<file path="src/design/lpss_pkg.sv">
// Shared types and constants for the LMS predictive sample suppressor.
// No dependencies; imported by every module of the block.
`default_nettype none

package lpss_pkg;

   // Default number of predictor taps
   localparam int LPSS_TAPS = 8;

   // Field and register widths
   localparam int SAMPLE_W   = 16;
   localparam int WEIGHT_W   = 32;
   localparam int STEP_W     = 32;
   localparam int COUNT_W    = 17;
   localparam int THR_W      = 8;
   localparam int HITS_W     = 16;
   localparam int MODE_W     = 2;
   localparam int REQ_DATA_W = 16;
   localparam int RSP_DATA_W = 24;
   localparam int CSR_IDX_W  = 1;
   localparam int CSR_DATA_W = 16;

   // Saturation point of the hit counter
   localparam logic [COUNT_W-1:0] COUNT_MAX = '1;

   // Register indexes
   localparam logic [CSR_IDX_W-1:0] CSR_MATCH_THRESHOLD    = 1'b0;
   localparam logic [CSR_IDX_W-1:0] CSR_HITS_TO_STANDALONE = 1'b1;

   // Operating phase
   localparam logic [MODE_W-1:0] PH_INIT       = 2'd0;
   localparam logic [MODE_W-1:0] PH_NORMAL     = 2'd1;
   localparam logic [MODE_W-1:0] PH_STANDALONE = 2'd2;

   // Control handed to every cell of the ring
   typedef struct packed {
      logic rotate;   // move sample and weight one place toward the head
      logic shift;    // move samples only, new sample enters at the tail
   } cell_ctrl_type;

endpackage

`default_nettype wire

</file>
<file path="src/design/lpss_cell.sv">
// One tap of the predictor ring: holds a history sample and its weight.
// Depends on lpss_pkg.
`default_nettype none

module lpss_cell (
   input  wire                                  clock,
   input  wire                                  reset,
   input  lpss_pkg::cell_ctrl_type              ctrl,
   input  wire  signed [lpss_pkg::SAMPLE_W-1:0] x_in,
   input  wire  signed [lpss_pkg::WEIGHT_W-1:0] w_in,
   output logic signed [lpss_pkg::SAMPLE_W-1:0] x_out,
   output logic signed [lpss_pkg::WEIGHT_W-1:0] w_out
);
   import lpss_pkg::*;

   logic signed [SAMPLE_W-1:0] x_ff;
   logic signed [WEIGHT_W-1:0] w_ff;

   // Take the neighbor's pair on rotate, only its sample on shift
   always_ff @(posedge clock) begin
      if (reset) begin
         x_ff <= '0;
         w_ff <= '0;
      end else if (ctrl.rotate) begin
         x_ff <= x_in;
         w_ff <= w_in;
      end else if (ctrl.shift) begin
         x_ff <= x_in;
      end
   end

   assign x_out = x_ff;
   assign w_out = w_ff;

endmodule

`default_nettype wire

</file>
<file path="config.mk">
export PLATFORM = sky130hd
export DESIGN_NAME = lpss_cell
export DESIGN_NICKNAME = d
export VERILOG_FILES = /design/src/design/lpss_pkg.sv /design/src/design/lpss_cell.sv
export SDC_FILE = /design/constraint.sdc
export NUM_CORES = 1
export LEC_CHECK = 0
export BUFFER_PORTS_ARGS = -buffer_cell sky130_fd_sc_hd__buf_2
export CAP_MARGIN = 5
export CORE_UTILIZATION = 39
export CTS_CLUSTER_SIZE = 8
export DETAILED_ROUTE_END_ITERATION = 10
export GPL_TIMING_DRIVEN = 0
export PLACE_DENSITY = 0.75
export SKIP_LAST_GASP = 1
export SYNTH_ARGS = -nofsm -noshare
export SYNTH_HDL_FRONTEND = slang
export SYNTH_SLANG_ARGS = --single-unit
export TNS_END_PERCENT = 30
</file>
<file path="constraint.sdc">
create_clock -name clock -period 0.8 [get_ports clock]
set_input_delay 0.08 -clock clock [delete_from_list [all_inputs] [get_ports clock]]
set_output_delay 0.08 -clock clock [all_outputs]
set_load 0.005 [all_outputs]
</file>
Word-level counts from Yosys, hierarchy flattened
Index checks and enable logic that the tools add are counted.
- bits in registers: 48
- output and inout bits: 48
- muxes and demuxes: 2
- reduce and logical (&&, ||, !) cells: 1
- operators by type and width (operator ; count):
    2-to-1 mux 16 bit ; 2
    nonzero test 2 bit ; 1

Longest topological paths before layout
- word-level depth: 2
- depth in mapped cells: 5
- mapped depth without buffers: 2

Worst setup path after synthesis
OpenSTA, ideal clock, no wires.
- path kind: flip-flop to flip-flop
- from: register x_out[13] (netlist name)
- to: register x_ff[13], in the netlist x_out[13]
- library setup time: 70 ps
- arrival: 854 ps
- data required time: 730 ps
- path slack: -124 ps
- stages on the path, launching flop included: 3
- path buffers: 0
- clock period less this slack: 924 ps
- cells stage by stage: dfxtp_1 > or3b_2 > a21oi_1
- RTL lines (item ; line ; text):
    to (signal assigned) ; lpss_cell.sv:25 ; x_ff <= x_in;
    to (signal assigned) ; lpss_cell.sv:28 ; x_ff <= x_in;
    to (decl) ; lpss_cell.sv:16 ; logic signed [SAMPLE_W-1:0] x_ff;

==> metrics.yaml <==
dieArea_um2: 4890
max_freq_mhz: 1120
drt-initial-drc-count: 119
status: "complete, but fails checks"
yosysUniqueCellTypes: 11
maxSlewViolCount: 0
fillers: 419
yosysTopAreaCellShare_pct: 53.4
yosysWarnings: 0
fin_crit_sh_pct: 111
yosysSeqAreaShare_pct: 53.4
synth_most_common_cell: "dfxtp_1"
power.total_mw: 4.81
wl_mm: 4.04
hold_start: "w_in[12]"
drive_above_1_share_pct: 51.1
arrival_ns: 1.11
endpoint_kind: "flop"
post-dp-hpwl_mm: 2.92
busiest_layer: "met2"
cts-root-buf: "clkbuf_8"
crit_required_ns: 1.02
ant_nets: 0
register_area_um2: 988
fin_ws_ns: -0.0916
reg2reg_from: "x_out[7]"
tritoncts: "done"
multiInputGateArea_um2: 768
grt_max_degree: 14
vias: 1588
avgRoutedWirePerCell_um: 12.2
start_kind: "flop"
grt_use_met1_pct: 20.1
rsz0062_at_grt: "yes"
p_leak_nw: 1.27
num_rows: 24
grt_pass1_vias: 1496
failed_checks: "setup timing"
relSlewSlack_pct: 64.0
synthesis.nets: 227
start_util_pct: 41.0
final-setup-viol-count: 64
synth-async-reset-ratio_pct: 0
min_path_type: "in -> reg"
ys_seq_elements: 48
worst_slew_pin_slew_ns: 0.540
cts_sinks: 48
fp.dieH_um: 69.9
grtUsageMet2_pct: 28.7
grt.met3_usage_pct: 5.05
routed_via_density: 4.78
fin_skew_ns: 0
grt_usage_pct: 17.0
min_period_ns: 0.892
clk_path_buf_depth: 2
setup.worst_path.start: "x_out[7]"
fin_tns_setup_ns: -1.79
grt_overflow_total: 0
power_density_nw_per_um2: 1900
cts_max_level: 2
hold_violations: 0
final_core_util_pct: 57.8
ys.flop_type: "dfxtp_1"
ios: 100
syn_inst: 175
path_clk_slew_ns: 0.08
antenna_found_initial: 0
drt_pass1_iterations: 4
syn_avg_cell_area_um2: 10.3
cts_inserted_buffers: 5
syn2layout_area_growth_pct: 40.8
nNetsFinal: 332
synth_edf_count: 0
numPortBuffers: 97
maxCapViolCount: 0
core_area_um2: 4380
ys_top_cells_by_area: "dfxtp_1, mux2i_1, or3b_1"
synthesis.area_um2: 1800
clk_latency_ns: 0.29
path_class: "reg -> reg"
n_antenna_cell: 0
worst_ir_drop_vdd_mv: 0.983
yosysTopAreaCell: "dfxtp_1"
remaining_drc_errors: 0
grt_pass1_wl_mm: 6.67
post-cts-setup-buffers: 0
crit_fanout: 2
yosys-top-cells-count: "dfxtp_1, mux2i_1, nor2_1, a21oi_1, o21ai_0"
die_w_um: 69.9
gp_congestion: 0.758
==> timing repair <==
action	in CTS	in global routing
pin swaps	10	0
hold endpoints to repair	0	1
resized for setup	14	7
endpoints found under the setup margin	64	64
hold buffers	0	1
==> layer usage <==
layer / share of wire, % / up-vias
met5: 0 / -
met2: 48 / 62
li1: - / 808
met4: 1.7 / 0
met3: 6.4 / 6
met1: 44 / 712
==> per-stage QoR <==
step           instances  hold slack (ns)  setup slack, ns  instance area [µm²]
3_3_place_gp         324            0.311           -0.242                 2370
4_1_cts              331          0.00669          -0.0986                 2500
3_5_place_dp         324            0.323           -0.261                 2370
5_1_grt              332           0.0105           -0.128                 2530
2_1_floorplan        175            0.227          -0.0595                 1820
6_report             332           0.0138          -0.0916                 2530
==> layout make-up <==
| type | count | share of cell area [%] |
|---|---|---|
| multi-input combinational | 112 | 30.3 |
| buffer | 15 | 4.00 |
| clock buffer | 7 | 3.80 |
| sequential | 48 | 39.0 |
| tap | 52 | 2.57 |
| timing repair buffer | 98 | 20.3 |
==> kinds of logic after synthesis <==
kind of cell / synth area share, %
buf+inv: 5.42
compound gates: 8.90
mux: 17.8
flops: 53.4
simple gates: 14.5
==> worst max-delay path: stages (launching register included) <==
cell     delay (ns)
dfxtp_2        0.34
or3b_1         0.36
a21oi_2        0.13
==> state kept, by name, summed over array words and instances (netlist names) <==
| register | cells |
|---|---|
| x_out | 16 |
| w_out | 32 |
==> path summary, 6_finish.rpt <==
check | to | slack, ns | cells past startpoint
min reg2reg | w_out[15] | 0.49 | 2
min | w_out[12] | 0.01 | 3
max | x_out[7] | -0.09 | 2
max reg2reg | x_out[7] | -0.09 | 2
==> where the power goes <==
group          internal (mW)  leakage (nW)  total [mW]  switching, mW
clock network          0.770        0.0503        1.53          0.758
registers               2.55         0.404        2.61         0.0649
logic                  0.369         0.811       0.675          0.306
==> cells in the final DEF, fill, tap and decap left out <==
master	count
a21oi_1	10
a21oi_2	6
buf_2	97
buf_4	2
buf_6	6
buf_8	1
clkbuf_1	6
clkbuf_8	7
dfxtp_1	26
dfxtp_2	22
dlygate4sd3_1	1
mux2i_1	32
nor2_1	32
o21ai_0	16
or3b_1	14
or3b_4	2
(Power assumes the default switching activity.)
