==> src/design/lpss_pkg.sv <==
// Shared types and constants for the LMS predictive sample suppressor.
// No dependencies; imported by every module of the block.
`default_nettype none

package lpss_pkg;

   // Default number of predictor taps
   localparam int LPSS_TAPS = 8;

   // Field and register widths
   localparam int SAMPLE_W   = 16;
   localparam int WEIGHT_W   = 32;
   localparam int STEP_W     = 32;
   localparam int COUNT_W    = 17;
   localparam int THR_W      = 8;
   localparam int HITS_W     = 16;
   localparam int MODE_W     = 2;
   localparam int REQ_DATA_W = 16;
   localparam int RSP_DATA_W = 24;
   localparam int CSR_IDX_W  = 1;
   localparam int CSR_DATA_W = 16;

   // Saturation point of the hit counter
   localparam logic [COUNT_W-1:0] COUNT_MAX = '1;

   // Register indexes
   localparam logic [CSR_IDX_W-1:0] CSR_MATCH_THRESHOLD    = 1'b0;
   localparam logic [CSR_IDX_W-1:0] CSR_HITS_TO_STANDALONE = 1'b1;

   // Operating phase
   localparam logic [MODE_W-1:0] PH_INIT       = 2'd0;
   localparam logic [MODE_W-1:0] PH_NORMAL     = 2'd1;
   localparam logic [MODE_W-1:0] PH_STANDALONE = 2'd2;

   // Control handed to every cell of the ring
   typedef struct packed {
      logic rotate;   // move sample and weight one place toward the head
      logic shift;    // move samples only, new sample enters at the tail
   } cell_ctrl_type;

endpackage

`default_nettype wire

==> src/design/lpss_div.sv <==
// Restoring divider, one quotient bit per cycle, quotient saturated to 32 bits.
// Depends on lpss_pkg.
`default_nettype none

module lpss_div #(
   parameter int NUM_W = 52,
   parameter int DEN_W = 41
) (
   input  wire                             clock,
   input  wire                             reset,
   input  wire                             start,
   input  wire  [NUM_W-1:0]                numer,
   input  wire  [DEN_W-1:0]                denom,
   output logic                            done,
   output logic [lpss_pkg::STEP_W-1:0]     quot
);
   import lpss_pkg::*;

   localparam int CNT_W = $clog2(NUM_W + 1);

   logic             busy_ff;
   logic             done_ff;
   logic             ovf_ff;
   logic [CNT_W-1:0] cnt_ff;
   logic [NUM_W-1:0] num_ff;
   logic [DEN_W-1:0] den_ff;
   logic [DEN_W-1:0] rem_ff;
   logic [STEP_W-1:0] q_ff;

   logic [DEN_W:0]   rem_sh;
   logic [DEN_W:0]   rem_in;
   logic             qbit;

   // Trial subtract of the divisor from the shifted remainder
   always_comb begin
      rem_sh = {rem_ff, num_ff[NUM_W-1]};
      qbit   = (rem_sh >= {1'b0, den_ff});
      rem_in = qbit ? (rem_sh - {1'b0, den_ff}) : rem_sh;
   end

   // Iterate over every numerator bit; flag any quotient bit above 32 bits
   always_ff @(posedge clock) begin
      if (reset) begin
         busy_ff <= 1'b0;
         done_ff <= 1'b0;
         cnt_ff  <= '0;
      end else begin
         done_ff <= !start && busy_ff && (cnt_ff == CNT_W'(1));
         if (start) begin
            busy_ff <= 1'b1;
            cnt_ff  <= CNT_W'(NUM_W);
         end else if (busy_ff) begin
            cnt_ff <= cnt_ff - 1'b1;
            if (cnt_ff == CNT_W'(1)) begin
               busy_ff <= 1'b0;
            end
         end
      end
   end

   // Datapath
   always_ff @(posedge clock) begin
      if (start) begin
         num_ff <= numer;
         den_ff <= denom;
         rem_ff <= '0;
         q_ff   <= '0;
         ovf_ff <= 1'b0;
      end else if (busy_ff) begin
         num_ff <= num_ff << 1;
         rem_ff <= rem_in[DEN_W-1:0];
         q_ff   <= {q_ff[STEP_W-2:0], qbit};
         ovf_ff <= ovf_ff | q_ff[STEP_W-1];
      end
   end

   assign done = done_ff;
   assign quot = ovf_ff ? '1 : q_ff;

endmodule

`default_nettype wire

==> config.mk <==
export PLATFORM = sky130hd
export DESIGN_NAME = lpss_div
export DESIGN_NICKNAME = d
export VERILOG_FILES = /design/src/design/lpss_pkg.sv /design/src/design/lpss_div.sv
export SDC_FILE = /design/constraint.sdc
export NUM_CORES = 1
export LEC_CHECK = 0
export BUFFER_PORTS_ARGS = -buffer_cell sky130_fd_sc_hd__buf_2
export CAP_MARGIN = 20
export CORE_ASPECT_RATIO = 1.4
export CORE_MARGIN = 5
export CORE_UTILIZATION = 54
export CTS_BUF_LIST = sky130_fd_sc_hd__clkbuf_2 sky130_fd_sc_hd__clkbuf_4 sky130_fd_sc_hd__clkbuf_8
export CTS_CLUSTER_SIZE = 16
export DETAILED_ROUTE_END_ITERATION = 8
export GPL_ROUTABILITY_DRIVEN = 1
export HOLD_SLACK_MARGIN = 0.1
export PLACE_DENSITY_LB_ADDON = 0.2
export SLEW_MARGIN = 10
export SYNTH_ARGS = -nofsm -noshare
export SYNTH_HDL_FRONTEND = slang
export SYNTH_SLANG_ARGS = --single-unit
export TNS_END_PERCENT = 1
==> constraint.sdc <==
create_clock -name clock -period 3.11 [get_ports clock]
set_input_delay 0.311 -clock clock [delete_from_list [all_inputs] [get_ports clock]]
set_output_delay 0.311 -clock clock [all_outputs]
set_load 0.01 [all_outputs]
Word-level counts from Yosys, hierarchy flattened
Cells that the tools add are included.
{ "totals": {"reg_bits": 175, "output_inout_bits": 33, "elab_cells": 28} }
{ "classes": {"n_addsub": 2, "order_cmp": 1, "eq_ne": 1, "mux": 9, "n_bitwise": 1, "reduce_logical": 5} }
{ "op_table": {"columns": ["op", "n"], "rows": [
  ["52-bit two-way mux", 2],
  ["42-bit by 41-bit >= comparator with 1-bit output", 1],
  ["41-bit two-way mux", 1],
  ["41-bit subtractor", 1],
  ["32-bit two-way mux", 1],
  ["6-bit two-way mux", 2],
  ["6-bit by 1-bit == test with 1-bit output (second input constant)", 1],
  ["6-bit by 1-bit subtractor with 6-bit output (second input constant)", 1],
  ["1-bit two-way mux", 3],
  ["1-bit logical AND", 2],
  ["2-bit nonzero test", 1],
  ["2-bit OR reduction", 1],
  ["1-bit logical NOT", 1],
  ["1-bit OR", 1]
]} }

Longest topological paths before layout
{ "logic_depth": {"ltp_word": 4, "mapped_depth": 13, "ltp_nobuf": 12} }

Worst setup path after synthesis
No wires, ideal clock.
{ "synth_timing": {"path_type": "register to register", "startpoint": "register num_ff[51]", "endpoint": "register rem_ff[2]", "setup_ns": 0.132, "arrival_time_ns": 2.878, "required_ns": 2.978, "setup_slack_ns": 0.099, "path_stages_with_launch": 14, "n_path_buf": 1, "path_cell_list": "edfxtp_1 inv_1 ha_1 inv_1 fa_1 a21o_1 a31o_1 a2111oi_4 o21bai_2 o2111ai_1 nand2_1 clkbuf_1 o211ai_1 a21oi_1"} }
{ "synth_via": {"elab_chain_cells": 2, "word_cells_on_any_way": 3, "cone_classes": "add/sub: 1; order compare: 1; mux: 1"} }
{ "synth_lines": {"columns": ["element", "line_no", "source"], "rows": [
  ["from (decl)", "lpss_div.sv:25", "logic [NUM_W-1:0] num_ff;"],
  ["from (signal assigned)", "lpss_div.sv:64", "num_ff <= numer;"],
  ["from (signal assigned)", "lpss_div.sv:70", "num_ff <= num_ff << 1;"],
  ["41-bit subtractor or 42-bit by 41-bit >= comparator with 1-bit output (tied branches)", "lpss_div.sv:38, lpss_div.sv:37", null],
  ["41-bit two-way mux (*)", "lpss_div.sv:38", "rem_in = qbit ? (rem_sh - {1'b0, den_ff}) : rem_sh;"],
  ["to (signal assigned)", "lpss_div.sv:71", "rem_ff <= rem_in[DEN_W-1:0];"],
  ["to (decl)", "lpss_div.sv:27", "logic [DEN_W-1:0] rem_ff;"]
]} }
Mark *: on every way between the ends. The rest lies on a longest branch, timed or not.
A chain may end at the register's enable or synchronous reset.

Final worst setup path
{ "layout_timing": {"startpoint": "register den_ff[26]", "endpoint": "register rem_ff[39]"} }
{ "layout_via": {"elab_chain_cells": 2, "word_cells_on_any_way": 3, "cone_classes": "add/sub: 1; order compare: 1; mux: 1"} }
{ "layout_lines": {"columns": ["element", "line_no", "source"], "rows": [
  ["from (decl)", "lpss_div.sv:26", "logic [DEN_W-1:0] den_ff;"],
  ["from (signal assigned)", "lpss_div.sv:65", "den_ff <= denom;"],
  ["41-bit subtractor or 42-bit by 41-bit >= comparator with 1-bit output (tied branches)", "lpss_div.sv:38, lpss_div.sv:37", null],
  ["41-bit two-way mux (*)", "lpss_div.sv:38", null]
]} }
Marks and branches as above.

==> run_results.csv <==
group,metric,value,unit
layout,drive_gt1_share,29.0,%
power_and_ir_drop,switching_share,31.1,%
place,dp_hpwl,16100,um
global_route,use_met3,4.87,%
yosys,synth_edf_count,93,
yosys,synth_top_cell_by_area,"edfxtp_1",
global_route,grt_pass1_wl,37700,um
yosys,yosysWarnings,0,
layout,layout_commonest_cell,"buf_2",
power_and_ir_drop,clkPwrFrac,28.7,%
clock_network,clockRootBuffer,"clkbuf_8",
die,die_y,168,um
hold_path,hp-class,"input port to flip-flop",
sta,final_max_slew_viol_count,0,
place,gp_congestion,0.953,
sta,finalHoldViolCount,0,
critical_path,end_kind,"flip-flop",
power_and_ir_drop,power_frac_seq,47.2,%
die,die_x,123,um
global_route,grtUsageTotal,22.7,%
global_route,grt_pass1_vias,7961,
place,place_area,10800,sq um
power_and_ir_drop,powerDensity,488,nW/um^2
critical_path,reg2reg_slack,40,ps
critical_path,worst-r2r-cell-count,10,
critical_path,r2r_start,"den_ff[26]$_DFFE_PP_",
layout,final_area,11800,sq um
yosys,synth_area_per_cell,10.0,sq um
critical_path,worstSetupStartpointType,"flip-flop",
critical_path,required,3510,ps
clock_network,cts_tree,"done",
clock_network,numCtsBuffers,17,
critical_path,cp.arrival,3460,ps
sta,rsz0062_at_grt,"yes",
route,drcViolationCount,0,
critical_path,r2r-end,"rem_ff[39]$_SDFFE_PP0P_",
die,ioPinCount,129,
sta,fmax,0.326,GHz
sta,tightest_slew,844,ps
layout,fillers,1455,
status,status,"completed",
route,firstDrtPassIters,7,
yosys,synth_top_area_share,28.9,%
yosys,netlist_area,9660,sq um
die,std_cell_rows,58,
yosys,syn_nets,1105,
place,port_buffers,128,
layout,syn_to_final_growth,21.9,%
route,vias_per_cell,5.56,
layout,layout_common_cells,"buf_2, edfxtp_1, nor2_1",
global_route,grt.overflow.total,0,
yosys,synth_seq_cells,175,
die,start_util,54.3,%
hold_path,hold_depth,2,
sta,period_minus_slack,3070,ps
sta,fin_ws,43.6,ps
global_route,grt_start_max_net_pins,115,
route,ant_nets,0,
clock_network,clk_pin_slew_worst_paths,110,ps
run,cap_violations,0,
yosys,yosysUniqueCellTypes,71,
sta,period_share,98.6,%
global_route,grt_antenna_before_repair,0,
route,vias,7847,
hold_path,worstHoldStart,"numer[16]",
route,drt_iter0_drc,442,
sta,final-setup-viol-count,0,
clock_network,clk_latency,460,ps
yosys,synth_area_leaders,"edfxtp_1, dfxtp_1, mux2_2",
critical_path,crit_fanout,7,
yosys,ys_seq_area_share,45.9,%
global_route,met1_usage,25.9,%
power_and_ir_drop,vdd_drop_max,332,uV
sta,skew,16.6,ps
layout,nets,1297,
route,wl,23200,um
sta,timing.hold.ws,141,ps
power_and_ir_drop,p_leak,5.12,nW
yosys,syn_inst,965,
die,coreArea,17800,sq um
place,place_ws,-45.8,ps
global_route,grt_use_met2,40.5,%
critical_path,crit_type,"flip-flop to flip-flop",
route,wl_per_cell,16.4,um
yosys,synth_flop_cell,"edfxtp_1",
sta,relSlewSlack,43.7,%
power_and_ir_drop,p_switching,1.78,mW
hold_path,holdPathEnd,"num_ff[16]$_DFFE_PP_",
clock_network,htree_levels,4,
yosys,async_reset_ff_share,0,%
power_and_ir_drop,internal_power,3.96,mW
clock_network,clock-sinks,175,
global_route,grt.busiest_layer,"met2",
die,die-area,20700,sq um
clock_network,cts_buffer_depth,2,
power_and_ir_drop,pwr-share-comb,24.1,%
-- kinds of logic (layout without fill, tap and decap cells) --
group                    count (synthesis)  count (layout)  synth area share (%)
adder cells (fa/ha/maj)                 44              44                  5.78
multiplexers                            83              83                  9.27
AO/OA/AOI/OAI                          221             221                  16.8
flip-flops                             175             175                  45.9
AND/OR/NAND/NOR                        296             296                  14.5
buffers and inverters                  114             319                  4.89
XOR/XNOR                                32              32                  2.90
other                                    0               1                     0
-- cell type report --
class	count	area [sq um]	share of cell area, %
Antenna cell	1	2.50	0.0213
Timing Repair Buffer	230	1600	13.6
Tap cell	240	300	2.55
Inverter	57	214	1.82
Sequential cell	175	4440	37.7
Clock inverter	14	164	1.39
Multi-Input combinational cell	676	4800	40.8
Clock buffer	18	248	2.11
-- power groups by stage --
| stage | registers, mW | logic, mW | clock network, mW |
|---|---|---|---|
| after floorplan | 2.72 | 0.899 | 0 |
| after global placement | 2.75 | 1.24 | 0 |
| after detailed placement | 2.76 | 1.26 | 0 |
| after CTS | 2.71 | 1.36 | 1.70 |
| after global routing | 2.73 | 1.51 | 1.80 |
| final | 2.71 | 1.38 | 1.65 |
-- cells in the mapped netlist, types with 13 or more instances --
cell and instances:
a21o_1 23, a21oi_1 53, a311oi_1 18, clkbuf_1 40, dfxtp_1 82, edfxtp_1 93
ha_1 43, inv_1 57, mux2_2 51, mux2i_1 32, nand2_1 89, nand3_1 15
nand4_1 15, nor2_1 91, nor3_1 13, o21ai_0 32, or2_2 37, xnor2_1 20
-- routing by layer --
layer  wire length [um]  vias to the layer above
li1                   -                     3884
met1               9390                     3724
met2              12000                      184
met3                951                       55
met4                814                        0
met5                  0                        -
-- how the worst max path moves through the flow --
stage          cells past startpoint                       to                 start  slack, ps
6_report                          10  rem_ff[39]$_SDFFE_PP0P_  den_ff[26]$_DFFE_PP_         40
5_1_grt                           14  rem_ff[19]$_SDFFE_PP0P_  num_ff[51]$_DFFE_PP_       -100
4_1_cts                           12  rem_ff[25]$_SDFFE_PP0P_  den_ff[27]$_DFFE_PP_          9
3_5_place_dp                      13  rem_ff[25]$_SDFFE_PP0P_  num_ff[51]$_DFFE_PP_        -50
3_3_place_gp                      13  rem_ff[12]$_SDFFE_PP0P_  num_ff[51]$_DFFE_PP_         60
2_1_floorplan                     13   rem_ff[2]$_SDFFE_PP0P_  num_ff[51]$_DFFE_PP_        100
-- what timing repair did --
item / CTS / global route
setup buffers: 5 / 0
cloned: 2 / 0
pin swaps: 9 / 3
gates resized for setup: 5 / 10
endpoints found under the setup margin: 29 / 41
hold buffers: 42 / 0
endpoints found under the hold margin: 43 / 0
-- critical path: stages (launching register included) --
cell	delay, ps
edfxtp_1	340
inv_1	50
ha_1	420
nand4_1	300
or2_2	380
o22ai_1	200
a22oi_1	210
a2111oi_2	450
o221ai_1	230
or3_1	330
nand3_1	80
-- state kept, by name, indices dropped and copies added, names as in the netlist --
register	flops
busy_ff	1
rem_ff	41
q_ff	32
num_ff	52
ovf_ff	1
done	1
cnt_ff	6
den_ff	41
-- metrics by stage --
step / setup TNS (ps) / cells / power [mW] / utilization, %
global placement: 0 / 1329 / 4.00 / 60.7
detailed placement: -346 / 1329 / 4.02 / 60.7
global route: -1420 / 1410 / 6.04 / 66.2
finish: 0 / 1411 / 5.74 / 66.2
floorplan: 0 / 965 / 3.62 / -
CTS: 0 / 1410 / 5.77 / 65.9
Power figures use the tool's default switching activity.
